==> config.mk <==
export PLATFORM = sky130hd
export DESIGN_NAME = modular_exponentiation
export DESIGN_NICKNAME = d
export VERILOG_FILES = /design/src/hdl/mexp_pkg.sv /design/src/hdl/modular_exponentiation.sv /design/src/hdl/mexp_modmul.sv
export SDC_FILE = /design/constraint.sdc
export NUM_CORES = 1
export LEC_CHECK = 0
export BUFFER_PORTS_ARGS = -buffer_cell sky130_fd_sc_hd__buf_4
export CORE_ASPECT_RATIO = 1.1
export CORE_MARGIN = 4
export CORE_UTILIZATION = 53
export DETAILED_ROUTE_END_ITERATION = 16
export PLACE_DENSITY = 0.71
export SYNTH_ARGS = -nofsm -noshare
export SYNTH_HDL_FRONTEND = slang
export SYNTH_SLANG_ARGS = --single-unit
==> constraint.sdc <==
create_clock -name clock -period 12.1 [get_ports clock]
set_clock_uncertainty 0.15 [all_clocks]
set_input_delay 3.63 -clock clock [delete_from_list [all_inputs] [get_ports clock]]
set_output_delay 3.63 -clock clock [all_outputs]
set_load 0.005 [all_outputs]
==> src/hdl/mexp_pkg.sv <==
package mexp_pkg;

   // field widths
   localparam int unsigned RES_WIDTH  = 30;
   localparam int unsigned EXP_WIDTH  = 64;
   localparam int unsigned REQ_WIDTH  = 96;
   localparam int unsigned RSP_WIDTH  = 32;

   // bit-serial multiplier step counter
   localparam int unsigned CNT_WIDTH  = $clog2(RES_WIDTH);

   localparam logic [RES_WIDTH-1:0] PRIME = RES_WIDTH'(998244353);
   localparam logic [RES_WIDTH-1:0] ONE   = RES_WIDTH'(1);

   // partial sum of one serial step is below three times the prime
   localparam logic [RES_WIDTH+1:0] PRIME_WIDE     = {2'b00, PRIME};
   localparam logic [RES_WIDTH+1:0] TWO_PRIME_WIDE = {1'b0, PRIME, 1'b0};

endpackage

==> src/hdl/modular_exponentiation.sv <==
// Base to a signed 64-bit exponent modulo 998244353, right-to-left square and multiply.
// Each exponent bit: a check state, one pass of two bit-serial modular multipliers
// (square and accumulate side by side) and an update once both are done.
// A new request is taken only in the idle state, after the last result is registered;
// reset clears control state only.
module modular_exponentiation (
   input  logic                           clock,
   input  logic                           reset,
   input  logic                           req_tvalid,
   output logic                           req_tready,
   // [29:0] base_value, [93:30] exponent, [95:94] zero
   input  logic [mexp_pkg::REQ_WIDTH-1:0] req_tdata,
   output logic                           rsp_tvalid,
   input  logic                           rsp_tready,
   // [29:0] power_result, [31:30] zero
   output logic [mexp_pkg::RSP_WIDTH-1:0] rsp_tdata
);
   import mexp_pkg::*;

   typedef enum logic [3:0] {
      S_IDLE  = 4'b0001,
      S_CHECK = 4'b0010,
      S_MUL   = 4'b0100,
      S_OUT   = 4'b1000
   } state_type;

   state_type            state_ff, state_in;
   logic [RES_WIDTH-1:0] acc_ff, acc_in;
   logic [RES_WIDTH-1:0] base_ff, base_in;
   logic [EXP_WIDTH-2:0] exp_ff, exp_in;
   logic                 rsp_valid_ff, rsp_valid_in;
   logic [RES_WIDTH-1:0] rsp_data_ff, rsp_data_in;

   logic                 req_xfer;
   logic                 mul_start;
   logic                 acc_done, sq_done;
   logic [RES_WIDTH-1:0] acc_prod, sq_prod;
   logic [RES_WIDTH-1:0] req_base;
   logic [EXP_WIDTH-1:0] req_exp;
   logic [RES_WIDTH-1:0] base_red;

   assign req_base = req_tdata[RES_WIDTH-1:0];
   assign req_exp  = req_tdata[RES_WIDTH+EXP_WIDTH-1:RES_WIDTH];
   assign base_red = (req_base >= PRIME) ? (req_base - PRIME) : req_base;

   assign req_tready = (state_ff == S_IDLE);
   assign req_xfer   = req_tvalid && req_tready;
   assign mul_start  = (state_ff == S_CHECK) && (exp_ff != '0);

   mexp_modmul u_acc_mul (
      .clock   (clock),
      .reset   (reset),
      .start   (mul_start),
      .op_a    (acc_ff),
      .op_b    (base_ff),
      .done    (acc_done),
      .product (acc_prod)
   );

   mexp_modmul u_sq_mul (
      .clock   (clock),
      .reset   (reset),
      .start   (mul_start),
      .op_a    (base_ff),
      .op_b    (base_ff),
      .done    (sq_done),
      .product (sq_prod)
   );

   always_comb begin
      state_in     = state_ff;
      acc_in       = acc_ff;
      base_in      = base_ff;
      exp_in       = exp_ff;
      rsp_valid_in = rsp_valid_ff;
      rsp_data_in  = rsp_data_ff;
      if (rsp_valid_ff && rsp_tready) begin
         rsp_valid_in = 1'b0;
      end
      case (state_ff)
         S_IDLE: begin
            if (req_xfer) begin
               base_in = base_red;
               // a negative exponent leaves the accumulator at zero and no bits to walk
               if (req_exp[EXP_WIDTH-1]) begin
                  acc_in = '0;
                  exp_in = '0;
               end else begin
                  acc_in = ONE;
                  exp_in = req_exp[EXP_WIDTH-2:0];
               end
               state_in = S_CHECK;
            end
         end
         S_CHECK: begin
            if (exp_ff == '0) begin
               state_in = S_OUT;
            end else begin
               state_in = S_MUL;
            end
         end
         S_MUL: begin
            if (acc_done && sq_done) begin
               if (exp_ff[0]) begin
                  acc_in = acc_prod;
               end
               base_in  = sq_prod;
               exp_in   = {1'b0, exp_ff[EXP_WIDTH-2:1]};
               state_in = S_CHECK;
            end
         end
         S_OUT: begin
            if (!rsp_valid_ff || rsp_tready) begin
               rsp_valid_in = 1'b1;
               rsp_data_in  = acc_ff;
               state_in     = S_IDLE;
            end
         end
         default: begin
            state_in = S_IDLE;
         end
      endcase
   end

   always_ff @(posedge clock) begin
      if (reset) begin
         state_ff     <= S_IDLE;
         rsp_valid_ff <= 1'b0;
      end else begin
         state_ff     <= state_in;
         rsp_valid_ff <= rsp_valid_in;
      end
      acc_ff      <= acc_in;
      base_ff     <= base_in;
      exp_ff      <= exp_in;
      rsp_data_ff <= rsp_data_in;
   end

   assign rsp_tvalid = rsp_valid_ff;
   assign rsp_tdata  = {{(RSP_WIDTH-RES_WIDTH){1'b0}}, rsp_data_ff};

endmodule

==> src/hdl/mexp_modmul.sv <==
module mexp_modmul (
   input  logic                           clock,
   input  logic                           reset,
   input  logic                           start,
   input  logic [mexp_pkg::RES_WIDTH-1:0] op_a,
   input  logic [mexp_pkg::RES_WIDTH-1:0] op_b,
   output logic                           done,
   output logic [mexp_pkg::RES_WIDTH-1:0] product
);
   import mexp_pkg::*;

   logic [RES_WIDTH-1:0] a_sh_ff, a_sh_in;
   logic [RES_WIDTH-1:0] b_ff, b_in;
   logic [RES_WIDTH-1:0] r_ff, r_in;
   logic [CNT_WIDTH-1:0] cnt_ff, cnt_in;
   logic                 busy_ff, busy_in;
   logic                 done_ff, done_in;

   logic [RES_WIDTH+1:0] sum;
   logic [RES_WIDTH+1:0] reduced;

   // one multiplier bit per cycle, MSB first: r = 2r + a_i*b, then fold below the prime
   always_comb begin
      sum = {1'b0, r_ff, 1'b0} + ((a_sh_ff[RES_WIDTH-1]) ? {2'b00, b_ff} : '0);
      if (sum >= TWO_PRIME_WIDE) begin
         reduced = sum - TWO_PRIME_WIDE;
      end else if (sum >= PRIME_WIDE) begin
         reduced = sum - PRIME_WIDE;
      end else begin
         reduced = sum;
      end
   end

   always_comb begin
      a_sh_in = a_sh_ff;
      b_in    = b_ff;
      r_in    = r_ff;
      cnt_in  = cnt_ff;
      busy_in = busy_ff;
      done_in = 1'b0;
      if (start) begin
         a_sh_in = op_a;
         b_in    = op_b;
         r_in    = '0;
         cnt_in  = CNT_WIDTH'(RES_WIDTH - 1);
         busy_in = 1'b1;
      end else if (busy_ff) begin
         a_sh_in = {a_sh_ff[RES_WIDTH-2:0], 1'b0};
         r_in    = reduced[RES_WIDTH-1:0];
         cnt_in  = cnt_ff - 1'b1;
         if (cnt_ff == '0) begin
            busy_in = 1'b0;
            done_in = 1'b1;
         end
      end
   end

   always_ff @(posedge clock) begin
      if (reset) begin
         busy_ff <= 1'b0;
         done_ff <= 1'b0;
      end else begin
         busy_ff <= busy_in;
         done_ff <= done_in;
      end
      a_sh_ff <= a_sh_in;
      b_ff    <= b_in;
      r_ff    <= r_in;
      cnt_ff  <= cnt_in;
   end

   assign done    = done_ff;
   assign product = r_ff;

endmodule

**After elaboration in Yosys (flattened, before gate mapping)**

Index checks and enable logic that the tools add are counted.

- Reductions and logical operators: 19
- Order comparisons: 5
- Equal/unequal tests: 8
- Divide/modulo/power cells: 0
- Add/sub/neg operators: 9
- Multiplexer cells: 39
- Multiply operators: 0
- Bitwise gates (word level): 2
- Shift operators: 0

Operator list:

| cell | count |
|---|---|
| 2-to-1 mux 30 bit | 16 |
| 2-to-1 mux 63 bit | 3 |
| subtractor 30 bit (second input constant) | 5 |
| case mux 63 bit (2 select lines) | 1 |
| case mux 30 bit (2 select lines) | 2 |
| adder 31 x 30 -> 32 bit | 2 |
| >= comparator 32 x 30 -> 1 bit (second input constant) | 2 |
| >= comparator 32 x 31 -> 1 bit (second input constant) | 2 |
| logical NOT 63 bit | 1 |
| nonzero test 63 bit | 1 |
| >= comparator 30 bit (second input constant) | 1 |
| 2-to-1 mux 4 bit | 4 |
| case mux 4 bit (4 select lines) | 1 |
| 2-to-1 mux 1 bit | 12 |
| logical NOT 5 bit | 2 |
| subtractor 5 x 1 -> 5 bit (second input constant) | 2 |
| != test 2 bit (second input constant) | 3 |
| AND reduction 3 bit | 2 |
| nonzero test 2 bit | 3 |
| OR reduction 3 bit | 2 |
| equality test 4 x 1 -> 1 bit (second input constant) | 1 |
| equality test 4 x 2 -> 1 bit (second input constant) | 1 |
| equality test 4 x 3 -> 1 bit (second input constant) | 1 |
| equality test 4 bit (second input constant) | 1 |
| other kinds (7) | 11 |

- Memory bits (writable): 0
- Register bits: 322
- Word-level logic and storage cells: 99
- Bits in read-only memories: 0
- Input bits: 100
- Bits in latches: 0
- Memories: 0

**Depth between registers and ports, before layout**

- Word-level depth: 5
- Depth in mapped cells: 21
- Gate-level depth less buffers: 16

**Modules after synthesis**

From an unflattened synthesis, not the netlist that was laid out.

- Cell total of the unflattened synthesis: 2139
- Area total of the unflattened synthesis: 21473.1 um^2

Modules (own cells, without submodules):

| module | seq. area each (um^2) | times used | area an instance (um^2) | cells an instance |
|---|---|---|---|---|
| modular_exponentiation | 4694.5 | 1 | 7335.8 | 629 |
| mexp_modmul at u_acc_mul | 2542.4 | 1 | 7104.3 | 746 |
| mexp_modmul at u_sq_mul | 2542.4 | 1 | 7033.0 | 764 |

**Least setup slack after synthesis**

OpenSTA, ideal clock, no wires.

- Path kind: register -> register
- From: register state_ff[2]
- To: register base_ff[0], enable pin
- Buffers on the path: 2
- Path slack: 3344 ps
- Required time: 11277 ps
- Arrival time: 7933 ps
- Cell stages (with the launch flop): 5
- Setup time: 673 ps
- Cell sequence: dfxtp_1 > clkbuf_1 > or4b_2 > clkbuf_1 > o21ai_0

- Cells in the longest elaborated chain, start to end: 4

Ends and longest elaborated chain:

| element | RTL line | source |
|---|---|---|
| start, declared | modular_exponentiation.sv:27 | `state_type state_ff, state_in;` |
| start signal, assigned | modular_exponentiation.sv:130 | `state_ff <= state_in;` |
| equality test 4 x 1 -> 1 bit | modular_exponentiation.sv:46, modular_exponentiation.sv:80 |  |
| logical AND 1 bit | modular_exponentiation.sv:47 | `assign req_xfer = req_tvalid && req_tready;` |
| != test 2 x 1 -> 1 bit (no source line) | n/a |  |
| AND reduction 3 bit (no source line) * | n/a |  |
| end signal, assigned | modular_exponentiation.sv:134 | `base_ff <= base_in;` |
| end, declared | modular_exponentiation.sv:29 | `logic [RES_WIDTH-1:0] base_ff, base_in;` |

Every way passes the cells marked *; elsewhere a longest branch is shown, timed or not.
A chain may end at the register's enable or synchronous reset.

**Final worst setup path**

- From: input req_tdata[6] (netlist bit)
- To: register base_ff[22] (data pin)

- Cells in the longest elaborated chain, start to end: 4

Ends and longest elaborated chain:

| element | RTL line | source |
|---|---|---|
| start, declared | modular_exponentiation.sv:12 | `input logic [mexp_pkg::REQ_WIDTH-1:0] req_tdata,` |
| subtractor 30 bit / >= comparator 30 bit (equally long branches) | modular_exponentiation.sv:44 | `assign base_red = (req_base >= PRIME) ? (req_base - PRIME) : req_base;` |
| 2-to-1 mux 30 bit * | modular_exponentiation.sv:44 |  |
| 2-to-1 mux 30 bit * | modular_exponentiation.sv:82 | `if (req_xfer) begin` |
| case mux 30 bit (2 select lines) * | modular_exponentiation.sv:80 | `case (state_ff)` |
| named net base_in[22] | modular_exponentiation.sv:29 |  |

Mark *: on every way through the listed nets, which the timed path passes. The rest lies on a longest branch. The select of a mux whose other input is x is not followed.

==> run summary <==
TritonCTS built the clock tree. The register bit count reported by yosys is 322. The aggregate global routing overflow came out at 0. The slowest stage of the critical path belongs to the cell nor3_1. The upper clock frequency limit came out at 151 MHz. The root buffer cell chosen for the clock tree is clkbuf_16.

The fraction of the yosys area taken by sequential cells came out at 0.452. The number of buffers inserted for hold repair after clock tree synthesis came out at 0. The final count of pins violating max slew came out at 0. The first detailed-routing pass took 6 iterations.

In this run the mean area of a mapped cell was 9.74 um^2. The actual slew at the worst max-slew pin is 1210 ps. For this design the ratio of total power to cell area is 197 nW/um^2.

The clock slew seen by the registers of the worst setup and hold paths came out at 60 ps. The number of core rows is 73. The DRC violation count after routing came out at 0.

The final net count came out at 2263. The run finished with clean final reports. The global-route wire length before repair is 78300 um.

In the synthesized netlist, the cells that appear most often are 243 x edfxtp_1, 219 x nand2_1, 172 x o21ai_0. In the final layout, the share of cells above drive strength 1 is 0.147. At the worst endpoint, the required time is 12190 ps. Setup violations remaining at the end of the flow were counted as 0.

The synthesized-area fraction occupied by ao, oa, aoi and oai cells is 0.183. The number of violations of the max-capacitance limit is 0. The portion of netlist area occupied by mux cells is 0.0392.

The post-synthesis async set-or-reset flop share is 0. The number of levels in the clock H-tree came out at 2. The maximum clock path buffer count is 3. By instance count, the leading cell after synthesis is edfxtp_1. The routed via count divided by cell count is 5.95. The peak supply drop is 0.142 mV.

The Yosys step of the flow raised 0 warnings. The worst slew margin relative to its limit came out at 0.191. The register area is 8880 um^2. The quantity of gates resized following cts came out at 0. The largest single stage delay on the critical path is 530 ps. The number of global-route vias before repair came out at 14800. After synthesis, the cell types taking the most area are edfxtp_1 37%, dfxtp_1 8.0%, ha_1 4.6%. The area added between synthesis and finish is 12.6%.

For this run, the total global-route usage over all layers was measured as 0.241. The synthesized cell area came out at 19600 um^2. The total inserted antenna cells came out at 0.

The clock latency reported for the late side of the worst-skew pair is 530 ps. The number of buffers created by CTS came out at 36. Excluding fillers, the count of instances in the completed layout stands at 2602.

The total negative setup slack came out at 0 ps. Counting every sink on the clock net gives 322. The maximum number of pins on one net before global-route repair is 141.

The type of element capturing the critical path is a flop. The adder and majority cell fraction of the synthesized area came out at 0.0479. The count of final hold-check violations came out at 0. The class of the tightest hold or removal check is reg2reg. The vertical extent of the die is 210 um. The violation count after the first detailed-route iteration came out at 1280. Among all flip-flop cells after synthesis, the most frequent one is edfxtp_1. The routed length per instance came out at 19.1 um. The classification of the worst setup path is in2reg. The sum of net half-perimeters after detailed placement is 37300 um. The post-CTS setup buffer count is 0. The die covers 40200 um^2.

The die boundary width came out at 192 um. Of the available clock period, the critical path in the final layout requires 0.547. The worst setup path is launched from a primary input. The leakage power summed over all cells came out at 7.98 nW. For this configuration, the core starts out at a cell density of 0.540. The routed layout has 15500 vias. The share of the synthesized area in the top cell type came out at 0.371. The number of antenna violations at the first check in global routing came to 0. The total area inside the core boundary comes to 36400 um^2. The shortest period the worst path allows is 6620 ps. Counting the fill cells in the layout gives 3126. The number of buffer cells added on primary ports is 129. The cell count after synthesis came out at 2017.

The detailed-route wire length is 49700 um. The xor and xnor fraction of the mapped netlist area is 0.0419. Traced cell by cell, the critical path runs through buf_4 > or3_1 > nor3_1 > and4b_1 > nand3_1 > o21ai_0 > a21oi_1 > and2_1 > nand3_1 > nor2_1 > nand2_1 > xor2_1 > o21ai_0. Yosys mapped the design onto 100 distinct sky130hd cell types. The number of cells in the design after placement came out at 2538. Of the total synthesized cell area, the portion taken by AND, OR, NAND and NOR gates is 0.204. Setup repair after global routing left no endpoint under its margin. The synthesized design spends more area on one cell type than any other, namely edfxtp_1.

Once detail routing completed, the nets flagged for antenna violations numbered 0. 134 I/O pins were placed. The critical-path maximum fanout came out at 8.

The main combinational cell family by area after synthesis is simple AND/OR/NAND/NOR gates. The count of flip-flops with a built-in enable after synthesis came out at 243. The combined area of the multi-input logic cells came out at 10200 um^2.

The global placement routability congestion came out at 0.938. The arrival time at the worst endpoint came out at 6710 ps.
==> path summary, 6_finish.rpt <==
check                             from                   end  slack [ps]  depth (start not counted)
hold reg to reg             base_ff[0]      u_sq_mul.b_ff[0]         280                          0
hold / removal              base_ff[0]      u_sq_mul.b_ff[0]         280                          0
setup reg to reg  u_sq_mul.a_sh_ff[29]  u_sq_mul.product[22]        5780                         17
setup / recovery          req_tdata[6]           base_ff[22]        5480                         13
==> cell type report <==
cell class | instances | share of cell area
repair buffers | 142 | 0.0487
flip-flops and latches | 322 | 0.401
inverters | 48 | 0.00814
well taps | 487 | 0.0275
clock buffers | 43 | 0.0438
multi-input cells | 1539 | 0.460
clock inverters | 21 | 0.0106
==> worst max-delay path, delay by kind of cell <==
family / cells / cell delay, ps
AND/OR/NAND/NOR: 8 / 2320
AO/OA/AOI/OAI: 3 / 460
XOR/XNOR: 1 / 180
buffers and inverters: 1 / 110
==> placed cells by master, fill, tap and decap left out, types with 37 or more instances in the layout <==
cell type,count
nand2b_1,84
a21oi_1,81
edfxtp_1,243
nand3_1,46
buf_4,141
nor2_1,117
dfxtp_1,79
clkbuf_16,37
a211oi_1,45
inv_1,48
mux2_2,59
and2_1,104
ha_1,72
o21ai_0,170
nand2_1,219
xnor2_1,64
==> kinds of logic after synthesis <==
logic type,Yosys count
adder cells (fa/ha/maj),74
buffers and inverters,157
AO/OA/AOI/OAI,530
XOR/XNOR,94
multiplexers,69
other,1
AND/OR/NAND/NOR,770
flip-flops,322
==> per-layer routing <==
layer / global-route usage / vias up / wire length [um]
li1: - / 7646 / -
met5: 0 / - / 0
met1: 0.322 / 7321 / 21800
met4: 0.0768 / 0 / 1560
met3: 0.0381 / 95 / 2690
met2: 0.404 / 420 / 23700
==> sequential cells by signal, indices dropped and copies added, names as in the netlist, 5 cells and up <==
register           count
u_acc_mul.product     30
base_ff               30
u_sq_mul.b_ff         30
u_sq_mul.cnt_ff        5
u_sq_mul.product      30
exp_ff                63
acc_ff                30
u_sq_mul.a_sh_ff      30
rsp_data_ff           30
u_acc_mul.a_sh_ff     30
u_acc_mul.cnt_ff       5
==> power breakdown <==
group / internal, mW / switching [mW] / total [mW]
logic: 0.641 / 1.07 / 1.71
registers: 1.37 / 0.154 / 1.53
clock network: 0.664 / 0.455 / 1.12
==> through the flow <==
stage          hold slack [ps]  area [um^2]  power, mW  utilization  setup slack, ps
2_1_floorplan              267        19700       2.80            -             3340
4_1_cts                    284        22100       4.35        0.609             5560
3_3_place_gp               273        20900       3.19        0.576             5040
3_5_place_dp               277        20900       3.22        0.576             5010
6_report                   285        22100       4.36        0.609             5480
5_1_grt                    289        22100       4.62        0.609             5310
Note: power is estimated with default switching activity, not from simulation.
